$ cat config.mk
export PLATFORM = sky130hd
export DESIGN_NAME = diff_drive_odometry_top
export DESIGN_NICKNAME = d
export VERILOG_FILES = /design/src/rtl/odo_pkg.sv /design/src/rtl/diff_drive_odometry_top.sv /design/src/rtl/odo_pre.sv /design/src/rtl/odo_cordic.sv /design/src/rtl/odo_scale.sv
export SDC_FILE = /design/constraint.sdc
export NUM_CORES = 2
export LEC_CHECK = 0
export BUFFER_PORTS_ARGS = -buffer_cell sky130_fd_sc_hd__buf_4
export CAP_MARGIN = 0
export CORE_ASPECT_RATIO = 1.1
export CORE_MARGIN = 2
export CORE_UTILIZATION = 58
export DETAILED_ROUTE_END_ITERATION = 10
export GPL_TIMING_DRIVEN = 0
export PLACE_DENSITY = 0.85
export SYNTH_ARGS = -nofsm -noshare
export SYNTH_HDL_FRONTEND = slang
export SYNTH_SLANG_ARGS = --single-unit
export TNS_END_PERCENT = 50
$ cat constraint.sdc
create_clock -name aclk -period 6.73 [get_ports aclk]
set_input_delay 0.673 -clock aclk [delete_from_list [all_inputs] [get_ports aclk]]
set_output_delay 0.673 -clock aclk [all_outputs]
set_load 0.05 [all_outputs]
$ cat src/rtl/odo_pkg.sv
// ---------------------------------------------------------------------------
// Odometry package
// Shared constants, register indexes and the CORDIC arctangent table.
// ---------------------------------------------------------------------------
`default_nettype none

package odo_pkg;

    // Count and configuration widths
    localparam int COUNT_W = 16;
    localparam int CFG_W   = 32;
    localparam int CFG_IDX_W = 2;
    localparam int POS_W   = 48;
    localparam int HEAD_W  = 32;

    // Serial multiplier widths
    localparam int SUM_W  = COUNT_W + 1;          // left + right, right - left
    localparam int PROD_W = SUM_W + CFG_W;        // sum * meters_per_pulse
    localparam int CS_W   = 34;                   // CORDIC x, y in Q2.30 with margin, z in turns over 2^32
    localparam int ACC_W  = PROD_W + 4;           // scaled product accumulator
    localparam int FRAC_SHIFT = 31;               // result is floor(p * c / 2^31)
    localparam int STEP_CNT_W = 6;

    localparam logic signed [CS_W-1:0] CORDIC_GAIN_Q30 = 34'sd652032874;

    // Register indexes
    localparam logic [CFG_IDX_W-1:0] REG_METERS_PER_PULSE = 2'd0;
    localparam logic [CFG_IDX_W-1:0] REG_TURN_PER_DIFF    = 2'd1;

    localparam logic [CFG_W-1:0] METERS_PER_PULSE_RST = 32'd429497;
    localparam logic [CFG_W-1:0] TURN_PER_DIFF_RST    = 32'd200000;

    // atan(2^-i) as a turn fraction over 2^32
    function automatic logic [31:0] atan_turn(input logic [4:0] idx);
        logic [31:0] r;
        begin
            case (idx)
                5'd0:  r = 32'h20000000;
                5'd1:  r = 32'h12E4051E;
                5'd2:  r = 32'h09FB385B;
                5'd3:  r = 32'h051111D4;
                5'd4:  r = 32'h028B0D43;
                5'd5:  r = 32'h0145D7E1;
                5'd6:  r = 32'h00A2F61E;
                5'd7:  r = 32'h00517C55;
                5'd8:  r = 32'h0028BE53;
                5'd9:  r = 32'h00145F2F;
                5'd10: r = 32'h000A2F98;
                5'd11: r = 32'h000517CC;
                5'd12: r = 32'h00028BE6;
                5'd13: r = 32'h000145F3;
                5'd14: r = 32'h0000A2FA;
                5'd15: r = 32'h0000517D;
                5'd16: r = 32'h000028BE;
                5'd17: r = 32'h0000145F;
                5'd18: r = 32'h00000A30;
                5'd19: r = 32'h00000518;
                5'd20: r = 32'h0000028C;
                5'd21: r = 32'h00000146;
                5'd22: r = 32'h000000A3;
                5'd23: r = 32'h00000051;
                5'd24: r = 32'h00000029;
                5'd25: r = 32'h00000014;
                5'd26: r = 32'h0000000A;
                5'd27: r = 32'h00000005;
                5'd28: r = 32'h00000003;
                5'd29: r = 32'h00000001;
                5'd30: r = 32'h00000001;
                default: r = 32'h00000000;
            endcase
            return r;
        end
    endfunction

endpackage

`default_nettype wire

$ cat src/rtl/diff_drive_odometry_top.sv
// ---------------------------------------------------------------------------
// Differential drive odometry top level
// Dead-reckoning pose update from left and right encoder counts.
// ---------------------------------------------------------------------------
// Sequencing: the front multiplier, the CORDIC, the two scalers and the
//   write-back run one after another on a single transaction; a new one is
//   accepted only after the last has been written back, since the serial
//   units handle one item at a time, and a result still held on the
//   output stalls write-back.
// Reset: synchronous active-low aresetn clears the pose, the heading and the
//   handshakes, and loads the configuration registers with their defaults.
`default_nettype none

module diff_drive_odometry_top import odo_pkg::*; #(
    parameter int CORDIC_STEPS = 18
) (
    input  wire                  aclk,
    input  wire                  aresetn,
    // tdata: [15:0] left_count, [31:16] right_count
    input  wire  [31:0]          s_axis_tdata,
    input  wire                  s_axis_tvalid,
    output logic                 s_axis_tready,
    // tdata: [47:0] position_x, [95:48] position_y, [127:96] heading
    output logic [127:0]         m_axis_tdata,
    output logic                 m_axis_tvalid,
    input  wire                  m_axis_tready,
    input  wire                  cfg_wr_en,
    input  wire  [CFG_IDX_W-1:0] cfg_index,
    input  wire  [CFG_W-1:0]     cfg_wdata
);

    typedef enum logic [2:0] {
        ST_IDLE,
        ST_PRE,
        ST_COR,
        ST_SCL,
        ST_WB
    } state_t;

    state_t state_reg;

    // configuration
    logic [CFG_W-1:0] mpp_reg;
    logic [CFG_W-1:0] tpd_reg;

    // pose state
    logic [POS_W-1:0]  pos_x_reg;
    logic [POS_W-1:0]  pos_y_reg;
    logic [HEAD_W-1:0] heading_reg;

    // start pulses to the serial units
    logic pre_start_reg, cor_start_reg, scl_start_reg;

    // hold the accepted counts until the front multiplier loads them
    logic [COUNT_W-1:0] s_hold_left, s_hold_right;

    logic                     pre_done;
    logic [HEAD_W-1:0]        pre_heading;
    logic signed [PROD_W-1:0] pre_prod;
    logic signed [PROD_W-1:0] prod_reg;
    logic                     cor_done;
    logic signed [CS_W-1:0]   cos_val, sin_val;
    logic                     x_done, y_done;
    logic [POS_W-1:0]         dx, dy;
    logic                     s_accept;
    logic                     wb_fire;

    assign s_axis_tready = (state_reg == ST_IDLE);
    assign s_accept      = s_axis_tvalid && s_axis_tready;
    // write back once the output register is free or being emptied
    assign wb_fire       = (state_reg == ST_WB) && (!m_axis_tvalid || m_axis_tready);

    // configuration writes; indexes beyond the list are dropped
    always_ff @(posedge aclk) begin
        if (!aresetn) begin
            mpp_reg <= METERS_PER_PULSE_RST;
            tpd_reg <= TURN_PER_DIFF_RST;
        end else if (cfg_wr_en) begin
            case (cfg_index)
                REG_METERS_PER_PULSE: mpp_reg <= cfg_wdata;
                REG_TURN_PER_DIFF:    tpd_reg <= cfg_wdata;
                default: ;
            endcase
        end
    end

    // heading step and distance product, one count bit per cycle
    odo_pre u_pre (
        .aclk             (aclk),
        .aresetn          (aresetn),
        .start            (pre_start_reg),
        .left_count       (signed'(s_hold_left)),
        .right_count      (signed'(s_hold_right)),
        .meters_per_pulse (mpp_reg),
        .turn_per_diff    (tpd_reg),
        .heading_in       (heading_reg),
        .done             (pre_done),
        .heading_out      (pre_heading),
        .prod             (pre_prod)
    );

    // one micro-rotation per cycle on the updated heading
    odo_cordic #(
        .STEPS (CORDIC_STEPS)
    ) u_cordic (
        .aclk    (aclk),
        .aresetn (aresetn),
        .start   (cor_start_reg),
        .angle   (heading_reg),
        .done    (cor_done),
        .cos_out (cos_val),
        .sin_out (sin_val)
    );

    // distance times cosine and sine, in parallel
    odo_scale u_scale_x (
        .aclk    (aclk),
        .aresetn (aresetn),
        .start   (scl_start_reg),
        .p_in    (prod_reg),
        .c_in    (cos_val),
        .done    (x_done),
        .delta   (dx)
    );

    odo_scale u_scale_y (
        .aclk    (aclk),
        .aresetn (aresetn),
        .start   (scl_start_reg),
        .p_in    (prod_reg),
        .c_in    (sin_val),
        .done    (y_done),
        .delta   (dy)
    );

    logic [POS_W-1:0] dx_reg, dy_reg;

    // sequencer, pose registers and output register
    always_ff @(posedge aclk) begin
        if (!aresetn) begin
            state_reg     <= ST_IDLE;
            pre_start_reg <= 1'b0;
            cor_start_reg <= 1'b0;
            scl_start_reg <= 1'b0;
            m_axis_tvalid <= 1'b0;
            pos_x_reg     <= '0;
            pos_y_reg     <= '0;
            heading_reg   <= '0;
        end else begin
            pre_start_reg <= (state_reg == ST_IDLE) && s_accept;
            cor_start_reg <= (state_reg == ST_PRE) && pre_done;
            scl_start_reg <= (state_reg == ST_COR) && cor_done;
            // load a new result, or drop the old one once downstream takes it
            if (wb_fire)
                m_axis_tvalid <= 1'b1;
            else if (m_axis_tvalid && m_axis_tready)
                m_axis_tvalid <= 1'b0;
            case (state_reg)
                ST_IDLE: begin
                    if (s_accept) begin
                        s_hold_left   <= s_axis_tdata[15:0];
                        s_hold_right  <= s_axis_tdata[31:16];
                        state_reg     <= ST_PRE;
                    end
                end
                ST_PRE: begin
                    if (pre_done) begin
                        heading_reg   <= pre_heading;
                        prod_reg      <= pre_prod;
                        state_reg     <= ST_COR;
                    end
                end
                ST_COR: begin
                    if (cor_done) begin
                        state_reg     <= ST_SCL;
                    end
                end
                ST_SCL: begin
                    if (x_done) begin
                        dx_reg    <= dx;
                        dy_reg    <= dy;
                        state_reg <= ST_WB;
                    end
                end
                ST_WB: begin
                    // advance the pose only when the output register is free
                    if (wb_fire) begin
                        pos_x_reg     <= pos_x_reg + dx_reg;
                        pos_y_reg     <= pos_y_reg + dy_reg;
                        m_axis_tdata  <= {heading_reg, pos_y_reg + dy_reg,
                                          pos_x_reg + dx_reg};
                        state_reg     <= ST_IDLE;
                    end
                end
                default: state_reg <= ST_IDLE;
            endcase
        end
    end

    // both scalers start together and take the same number of cycles
    a_scale_lockstep: assert property (@(posedge aclk) disable iff (!aresetn)
        x_done == y_done)
        else $error("x and y scalers out of step");

    // a transaction is only taken while the pipeline is empty
    a_accept_starts: assert property (@(posedge aclk) disable iff (!aresetn)
        s_accept |=> (state_reg == ST_PRE) && pre_start_reg)
        else $error("accepted transaction did not start the front multiplier");

    // front multiplier finishes only while the sequencer waits for it
    a_pre_done_state: assert property (@(posedge aclk) disable iff (!aresetn)
        pre_done |-> state_reg == ST_PRE)
        else $error("front multiplier done outside its phase");

    // the pose moves only on a write-back that also loads the output
    a_pose_update: assert property (@(posedge aclk) disable iff (!aresetn)
        (state_reg == ST_WB && (!m_axis_tvalid || m_axis_tready)) |=> m_axis_tvalid)
        else $error("write-back without a result");

endmodule

`default_nettype wire

$ cat src/rtl/odo_pre.sv
// ---------------------------------------------------------------------------
// Odometry front multiplier
// Bit-serial heading step and distance product, one count bit per cycle.
// ---------------------------------------------------------------------------
`default_nettype none

module odo_pre import odo_pkg::*; (
    input  wire                          aclk,
    input  wire                          aresetn,
    input  wire                          start,
    input  wire  signed [COUNT_W-1:0]    left_count,
    input  wire  signed [COUNT_W-1:0]    right_count,
    input  wire         [CFG_W-1:0]      meters_per_pulse,
    input  wire         [CFG_W-1:0]      turn_per_diff,
    input  wire         [HEAD_W-1:0]     heading_in,
    output logic                         done,
    output logic        [HEAD_W-1:0]     heading_out,
    output logic signed [PROD_W-1:0]     prod
);

    logic [SUM_W-1:0]  diff_reg;
    logic [SUM_W-1:0]  sum_reg;
    logic [HEAD_W-1:0] tpd_reg;
    logic [PROD_W-1:0] mpp_reg;
    logic [4:0]        cnt_reg;
    logic              busy_reg;
    logic              last;

    assign last = (cnt_reg == 5'(SUM_W - 1));

    always_ff @(posedge aclk) begin
        if (!aresetn) begin
            busy_reg <= 1'b0;
            done     <= 1'b0;
            cnt_reg  <= '0;
        end else begin
            done <= !start && busy_reg && last;
            if (start) begin
                diff_reg    <= {right_count[COUNT_W-1], right_count}
                             - {left_count[COUNT_W-1], left_count};
                sum_reg     <= {left_count[COUNT_W-1], left_count}
                             + {right_count[COUNT_W-1], right_count};
                tpd_reg     <= turn_per_diff;
                mpp_reg     <= {{SUM_W{1'b0}}, meters_per_pulse};
                heading_out <= heading_in;
                prod        <= '0;
                cnt_reg     <= '0;
                busy_reg    <= 1'b1;
            end else if (busy_reg) begin
                // sign bit carries negative weight
                if (diff_reg[0])
                    heading_out <= last ? heading_out - tpd_reg : heading_out + tpd_reg;
                if (sum_reg[0])
                    prod <= last ? prod - signed'(mpp_reg) : prod + signed'(mpp_reg);
                diff_reg <= diff_reg >> 1;
                sum_reg  <= sum_reg >> 1;
                tpd_reg  <= tpd_reg << 1;
                mpp_reg  <= mpp_reg << 1;
                cnt_reg  <= cnt_reg + 5'd1;
                if (last)
                    busy_reg <= 1'b0;
            end
        end
    end

endmodule

`default_nettype wire

$ cat src/rtl/odo_cordic.sv
// ---------------------------------------------------------------------------
// Odometry CORDIC
// Rotation-mode CORDIC, one micro-rotation per cycle, cosine and sine Q2.30.
// ---------------------------------------------------------------------------
`default_nettype none

module odo_cordic import odo_pkg::*; #(
    parameter int STEPS = 18
) (
    input  wire                       aclk,
    input  wire                       aresetn,
    input  wire                       start,
    input  wire        [HEAD_W-1:0]   angle,
    output logic                      done,
    output logic signed [CS_W-1:0]    cos_out,
    output logic signed [CS_W-1:0]    sin_out
);

    localparam int STEPS_EFF = (STEPS > 32) ? 32 : STEPS;

    logic signed [CS_W-1:0] x_reg, y_reg, z_reg;
    logic                   flip_reg;
    logic                   busy_reg;
    logic [STEP_CNT_W-1:0]  i_reg;
    logic signed [CS_W-1:0] xs, ys, atan_ext;
    logic signed [CS_W-1:0] x_next, y_next, z_next;
    logic [1:0]             quad;
    logic                   flip;
    logic [HEAD_W-1:0]      a_rot;

    assign quad  = angle[HEAD_W-1 -: 2];
    assign flip  = (quad == 2'b01) || (quad == 2'b10);
    assign a_rot = flip ? angle + 32'h80000000 : angle;

    always_comb begin
        xs       = x_reg >>> i_reg[4:0];
        ys       = y_reg >>> i_reg[4:0];
        atan_ext = signed'({2'b00, atan_turn(i_reg[4:0])});
        if (z_reg[CS_W-1]) begin
            x_next = x_reg + ys;
            y_next = y_reg - xs;
            z_next = z_reg + atan_ext;
        end else begin
            x_next = x_reg - ys;
            y_next = y_reg + xs;
            z_next = z_reg - atan_ext;
        end
    end

    always_ff @(posedge aclk) begin
        if (!aresetn) begin
            busy_reg <= 1'b0;
            done     <= 1'b0;
            i_reg    <= '0;
        end else begin
            done <= !start && busy_reg && (i_reg == STEP_CNT_W'(STEPS_EFF - 1));
            if (start) begin
                x_reg    <= CORDIC_GAIN_Q30;
                y_reg    <= '0;
                z_reg    <= signed'({{(CS_W-HEAD_W){a_rot[HEAD_W-1]}}, a_rot});
                flip_reg <= flip;
                i_reg    <= '0;
                busy_reg <= 1'b1;
            end else if (busy_reg) begin
                x_reg <= x_next;
                y_reg <= y_next;
                z_reg <= z_next;
                i_reg <= i_reg + STEP_CNT_W'(1);
                if (i_reg == STEP_CNT_W'(STEPS_EFF - 1)) begin
                    busy_reg <= 1'b0;
                    cos_out  <= flip_reg ? -x_next : x_next;
                    sin_out  <= flip_reg ? -y_next : y_next;
                end
            end
        end
    end

endmodule

`default_nettype wire

$ cat src/rtl/odo_scale.sv
// ---------------------------------------------------------------------------
// Odometry scaler
// Bit-serial floor(p * c / 2^31), right-shifting partial sums, one c bit a cycle.
// ---------------------------------------------------------------------------
`default_nettype none

module odo_scale import odo_pkg::*; (
    input  wire                        aclk,
    input  wire                        aresetn,
    input  wire                        start,
    input  wire  signed [PROD_W-1:0]   p_in,
    input  wire  signed [CS_W-1:0]     c_in,
    output logic                       done,
    output logic        [POS_W-1:0]    delta
);

    logic signed [ACC_W-1:0] acc_reg;
    logic signed [ACC_W-1:0] p_reg;
    logic        [CS_W-1:0]  c_reg;
    logic [STEP_CNT_W-1:0]   cnt_reg;
    logic                    busy_reg;
    logic signed [ACC_W-1:0] addend;
    logic signed [ACC_W-1:0] sum;

    always_comb begin
        addend = '0;
        if (c_reg[0]) begin
            if (cnt_reg < STEP_CNT_W'(FRAC_SHIFT))
                addend = p_reg;
            else if (cnt_reg == STEP_CNT_W'(FRAC_SHIFT))
                addend = p_reg;
            else if (cnt_reg == STEP_CNT_W'(FRAC_SHIFT + 1))
                addend = p_reg <<< 1;
            else
                addend = -(p_reg <<< 2);   // sign bit of c
        end
        sum = acc_reg + addend;
    end

    always_ff @(posedge aclk) begin
        if (!aresetn) begin
            busy_reg <= 1'b0;
            done     <= 1'b0;
            cnt_reg  <= '0;
        end else begin
            done <= !start && busy_reg && (cnt_reg == STEP_CNT_W'(CS_W - 1));
            if (start) begin
                acc_reg  <= '0;
                p_reg    <= ACC_W'(p_in);
                c_reg    <= c_in;
                cnt_reg  <= '0;
                busy_reg <= 1'b1;
            end else if (busy_reg) begin
                // fractional bits shift out, integer-weight bits add in place
                acc_reg <= (cnt_reg < STEP_CNT_W'(FRAC_SHIFT)) ? (sum >>> 1) : sum;
                c_reg   <= c_reg >> 1;
                cnt_reg <= cnt_reg + STEP_CNT_W'(1);
                if (cnt_reg == STEP_CNT_W'(CS_W - 1)) begin
                    busy_reg <= 1'b0;
                    delta    <= sum[POS_W-1:0];
                end
            end
        end
    end

endmodule

`default_nettype wire

### Word-level counts from Yosys, hierarchy flattened

Memory sizes are Yosys's and may differ from the RTL's. A register that Yosys moved wholly into a read port is not among the register bits.
Index checks and enable logic that the tools add are counted.

| storage, ports and cells | value |
|---|---|
| bits in registers | 1220 |
| ROM bits | 960 |
| input port bits | 71 |
| memories kept | 1 |

| operators by class | value |
|---|---|
| $add $sub $neg | 24 |
| $lt $le $gt $ge | 2 |
| equality and inequality tests | 20 |
| shifts and indexed selects | 2 |
| multiplexer cells | 63 |
| bitwise logic cells | 3 |
| reductions and logical operators | 50 |

Memory list:

| memory | words | width | rd ports | clocked after Yosys merged registers in | wr ports | line | source |
|---|---|---|---|---|---|---|---|
| (no name shown) | 32 | 30 | 1 | 1 | 0 | odo_pkg.sv:37 | `case (idx)` |

Operators by type and width:

| operator | number |
|---|---|
| $mux 53 | 10 |
| $mux 34 | 13 |
| $mux 32 | 8 |
| $mux 49 | 4 |
| $add 53x53->53 | 2 |
| $mux 52 | 2 |
| $add 48x48->48 | 2 |
| $add 34x34->34 | 2 |
| $mux 17 | 4 |
| $neg 34->34 | 2 |
| $sshr 34x5->34 | 2 |
| $sub 34x34->34 | 2 |
| $neg 51->53 | 1 |
| $add 49x49->49 | 1 |
| $sub 49x49->49 | 1 |
| $add 34x33->34 | 1 |
| $sub 34x33->34 | 1 |
| $add 32x32->32 | 1 |
| $add 32x32->32 const B | 1 |
| $sub 32x32->32 | 1 |
| $eq 6x6->1 const B | 4 |
| $reduce_and 2->1 | 10 |
| $add 6x1->6 const B | 3 |
| $eq 6x5->1 const B | 3 |
| 27 further kinds | 83 |

### Logic depth before layout (Yosys ltp)

| logic depth | value |
|---|---|
| depth in word-level cells | 8 |
| gate-level depth with buffers | 32 |
| mapped depth without buffers | 27 |

### Hierarchy

Synthesis repeated with hierarchy kept, for this count alone.

| second synthesis, totals | value |
|---|---|
| cells, all modules | 8427 |
| area, all modules | 82231.4 um2 |

Modules (own cells, without submodules):

| module | instances | cells an instance | area an instance (um2) |
|---|---|---|---|
| odo_cordic | 1 | 2498 | 21969.8 |
| diff_drive_odometry_top | 1 | 1949 | 21381.8 |
| odo_pre | 1 | 1569 | 15080.7 |
| odo_scale at u_scale_y | 1 | 1228 | 11985.2 |
| odo_scale at u_scale_x | 1 | 1183 | 11813.8 |

### Least setup slack after synthesis

OpenSTA, ideal clock, no wires.

| path | value |
|---|---|
| kind | register to register |
| start | register u_cordic.i_reg[4] |
| end | register u_cordic.cos_out[27], data pin |
| arrival time | 6209 ps |
| setup slack | 256 ps |
| stages on the path, launching flop included | 24 |
| path buffers | 7 |
| period minus slack after synthesis | 6474 ps |
| cells stage by stage | dfxtp_1 clkbuf_1 buf_1 buf_2 clkbuf_1 buf_1 clkbuf_1 clkbuf_1 a21oi_1 mux2_2 ha_1 nor2_1 a21oi_1 fa_1 a211oi_2 o21bai_1 a2111oi_0 a311oi_1 or4_1 or4b_4 and4b_1 nand3_1 o41ai_1 xnor2_1 |

| on the way | value |
|---|---|
| longest elaborated chain between the ends | 5 |
| elaborated cells on any way between the ends | 6 |

Ends and longest elaborated chain:

| item | line | source |
|---|---|---|
| from (decl) | odo_cordic.sv:24 | `logic [STEP_CNT_W-1:0] i_reg;` |
| from (signal assigned) | odo_cordic.sv:68 | `i_reg <= i_reg + STEP_CNT_W'(1);` |
| $sshr 34x5->34 (*) | odo_cordic.sv:37 | `ys = y_reg >>> i_reg[4:0];` |
| $sub 34x34->34 / $add 34x34->34 (equally long branches) | odo_cordic.sv:44, odo_cordic.sv:40 |  |
| $mux 34 (*) | odo_cordic.sv:39 | `if (z_reg[CS_W-1]) begin` |
| $neg 34->34 | odo_cordic.sv:71 | `cos_out <= flip_reg ? -x_next : x_next;` |
| $mux 34 (*) | odo_cordic.sv:71 |  |
| to (signal assigned) | odo_cordic.sv:71 |  |
| to (decl) | odo_cordic.sv:15 | `output logic signed [CS_W-1:0] cos_out,` |

Mark *: on every way between the ends. The rest lies on a longest branch, timed or not.
A chain may end at the register's enable or synchronous reset.

### Final worst setup path

| path | value |
|---|---|
| start | register u_cordic.i_reg[2] |
| end | register u_cordic.cos_out[33], data pin |

Same word-level chain as after synthesis.

==> flow_metrics.tcl <==
set metrics [dict create \
    outcome "finished, final reports clean" \
    num_vias 65559 \
    tritoncts "done" \
    ctsHoldBuffers 0 \
    cts.clk_slew.worst_paths_ns 0.08 \
    met3WireLength_um 22290 \
    drc 0 \
    synth.distinct_cells 108 \
    avgViaCountPerCell 6.429 \
    p_leak_nw 34.55 \
    cp.arrival_ns 7.24 \
    ant_nets 0 \
    die_x_um 355.1 \
    cp_max_fo 10 \
    grt_max_degree 89 \
    yosysWarnings 0 \
    finalHoldViolCount 0 \
    first_pass_iters 7 \
    n_antenna_cell 0 \
    core.rowCount 141 \
    multi_input_area_sq_mm 0.04215 \
    grtUsageTotal_pct 35.10 \
    wl_per_cell_um 24.47 \
    cts-root-buf "clkbuf_16" \
    highest_layer "met5" \
    initial_core_util_pct 58.49 \
    wl_met2_um 115600 \
    wl_met1_um 98900 \
    drt_iter0_markers 7033 \
    ys_seq_elements 1250 \
    final.min_clock_period_ns 6.687 \
    slowest_delay_ns 0.44 \
    period_share_pct 99.37 \
    numCtsBuffers 130 \
    mostFrequentLayoutCells "nand2_1, edfxtp_1, a21oi_1, nor2_1, ha_1" \
    grt_pass1_wl_um 372900 \
    cts_num_sinks 1250 \
    final_area_sq_mm 0.08923 \
    grt.overflow.total 0 \
    crit_required_ns 7.28 \
    num_io_pins 201 \
    cp-start-kind "flip-flop" \
    worstPathBufferInverterCount 6 \
    dp_slack_ns -2.591 \
    worst_path_max_delay_cell "o41ai_4" \
    layout_commonest_cell "nand2_1" \
    tightest_slew_ns 1.462 \
    p_per_area_mw_per_mm2 189.2 \
    fin_skew_ns 0.04382 \
    largest_reg_flops 128 \
    wl_um 249500 \
    ys_seq_area_share_pct 44.44 \
    setup_ws_ns 0.04264 \
    clockBufferDepth 3 \
    grt_antenna_before_repair 5 \
    grt_pass1_vias 62942 \
    async_flop_share_pct 0 \
    holdCritPathClass "in -> reg" \
    path_delay_family "compound AO/OA/AOI/OAI gates" \
    avgSynthCellArea_sq_um 9.964 \
    synth-edff-count 991 \
    hold_ws_ns 0.04398 \
    vdd_ir_drop_max_uv 273.5 \
    seq_area_sq_mm 0.03496 \
    setup_viol 0 \
    portBuffers 199 \
    maxSlewHeadroom_pct 2.547 \
    hpwl_um 188300 \
    timing.fmax_mhz 149.5 \
    cts.htree.levels 4 \
    clk_latency_ns 0.80 \
    crit_path_end_kind "flip-flop" \
    nets 8819 \
    drv_slew 0 \
    place_area_sq_mm 0.08285 \
    die_h_um 390.2 \
    globalplace.congestion 1.014 \
    drv_cap 0 \
    ys.flop_type "edfxtp_1" \
    syn_nets 8408 \
    area_growth_pct 13.47 \
    core_area_sq_mm 0.1344 \
    fp.dieArea_sq_mm 0.1385 \
    path_class "reg -> reg" \
    synth_cells 7892 \
    syn_area_sq_mm 0.07863 \
    layout-drive-gt1-share_pct 12.47 \
    final.fill_count 10177 \
]
[cells in the mapped netlist, types with 90 or more instances]
master | count | share of area (%)
a21oi_1 | 730 | 4.6
xnor2_1 | 403 | 4.5
o211a_1 | 97 | 1.2
edfxtp_1 | 991 | 38
clkbuf_1 | 287 | 1.4
mux2i_1 | 137 | 1.7
nor2b_1 | 90 | 0.72
a21o_1 | 175 | 1.7
dfxtp_1 | 259 | 6.6
nand3_1 | 144 | 0.92
inv_1 | 232 | 1.1
ha_1 | 434 | 6.9
xor2_1 | 249 | 2.8
o21ai_0 | 410 | 2.6
nand2_1 | 1039 | 5.0
nor3_1 | 131 | 0.83
nor2_1 | 562 | 2.7
mux2_2 | 170 | 2.4
[final timing paths]
kind                            cells after the start  slack (ns)                 from                    to
worst max register to register                     27        0.04    u_cordic.i_reg[2]  u_cordic.cos_out[33]
worst min register to register                      0        0.41  u_scale_x.delta[14]            dx_reg[14]
worst max-delay path                               27        0.04    u_cordic.i_reg[2]  u_cordic.cos_out[33]
worst min-delay path                                1        0.04      s_axis_tdata[3]        s_hold_left[3]
[report_power, final]
part,leakage (nW),switching [mW],internal (mW),total (mW)
Sequential,11.1,0.0599,8.36,8.42
Clock,2.24,3.29,4.42,7.72
Combinational,21.3,0.452,0.295,0.747
[repair_timing]
item / in CTS / in global routing
setup endpoints to repair: 141 / 82
gates resized for setup: 151 / 172
hold endpoints to repair: 0 / 0
pin swaps: 24 / 40
setup buffers: 23 / 44
[layer usage]
layer | vias to the layer above | track usage (%)
met5 | - | 0
met3 | 686 | 5.979
met1 | 31626 | 45.70
met2 | 3397 | 57.10
met4 | 8 | 16.68
li1 | 29842 | -
[cells by family after synthesis]
logic type	after synthesis	share of synthesized area (%)
DFF	1250	44.44
and+or+nand+nor	2457	14.36
adders and majority gates	445	7.186
muxes	403	6.907
buffers and inverters	627	3.203
AOI/OAI and AO/OA	2057	16.62
xor gates and xnor gates	653	7.283
[metrics by stage]
step                cells  setup TNS, ns  total power [mW]  utilization, %
detailed placement   9898        -147.71             9.306           61.63
floorplan            7892              0             9.076               -
CTS                 10159              0             16.93           65.58
global route        10198        -0.8074             17.30           66.37
global placement     9878       -1386.30             9.274           61.27
finish              10198              0             16.88           66.37
[area by class of cell]
| class | instances | area share (%) |
|---|---|---|
| Timing Repair Buffer | 286 | 2.709 |
| Tap cell | 1787 | 2.506 |
| Sequential cell | 1250 | 39.18 |
| Clock buffer | 175 | 4.100 |
| Multi-Input combinational cell | 6015 | 47.24 |
| Inverter | 236 | 1.010 |
| Clock inverter | 65 | 1.084 |
| Buffer | 384 | 2.169 |
Power figures use the tool's default switching activity.
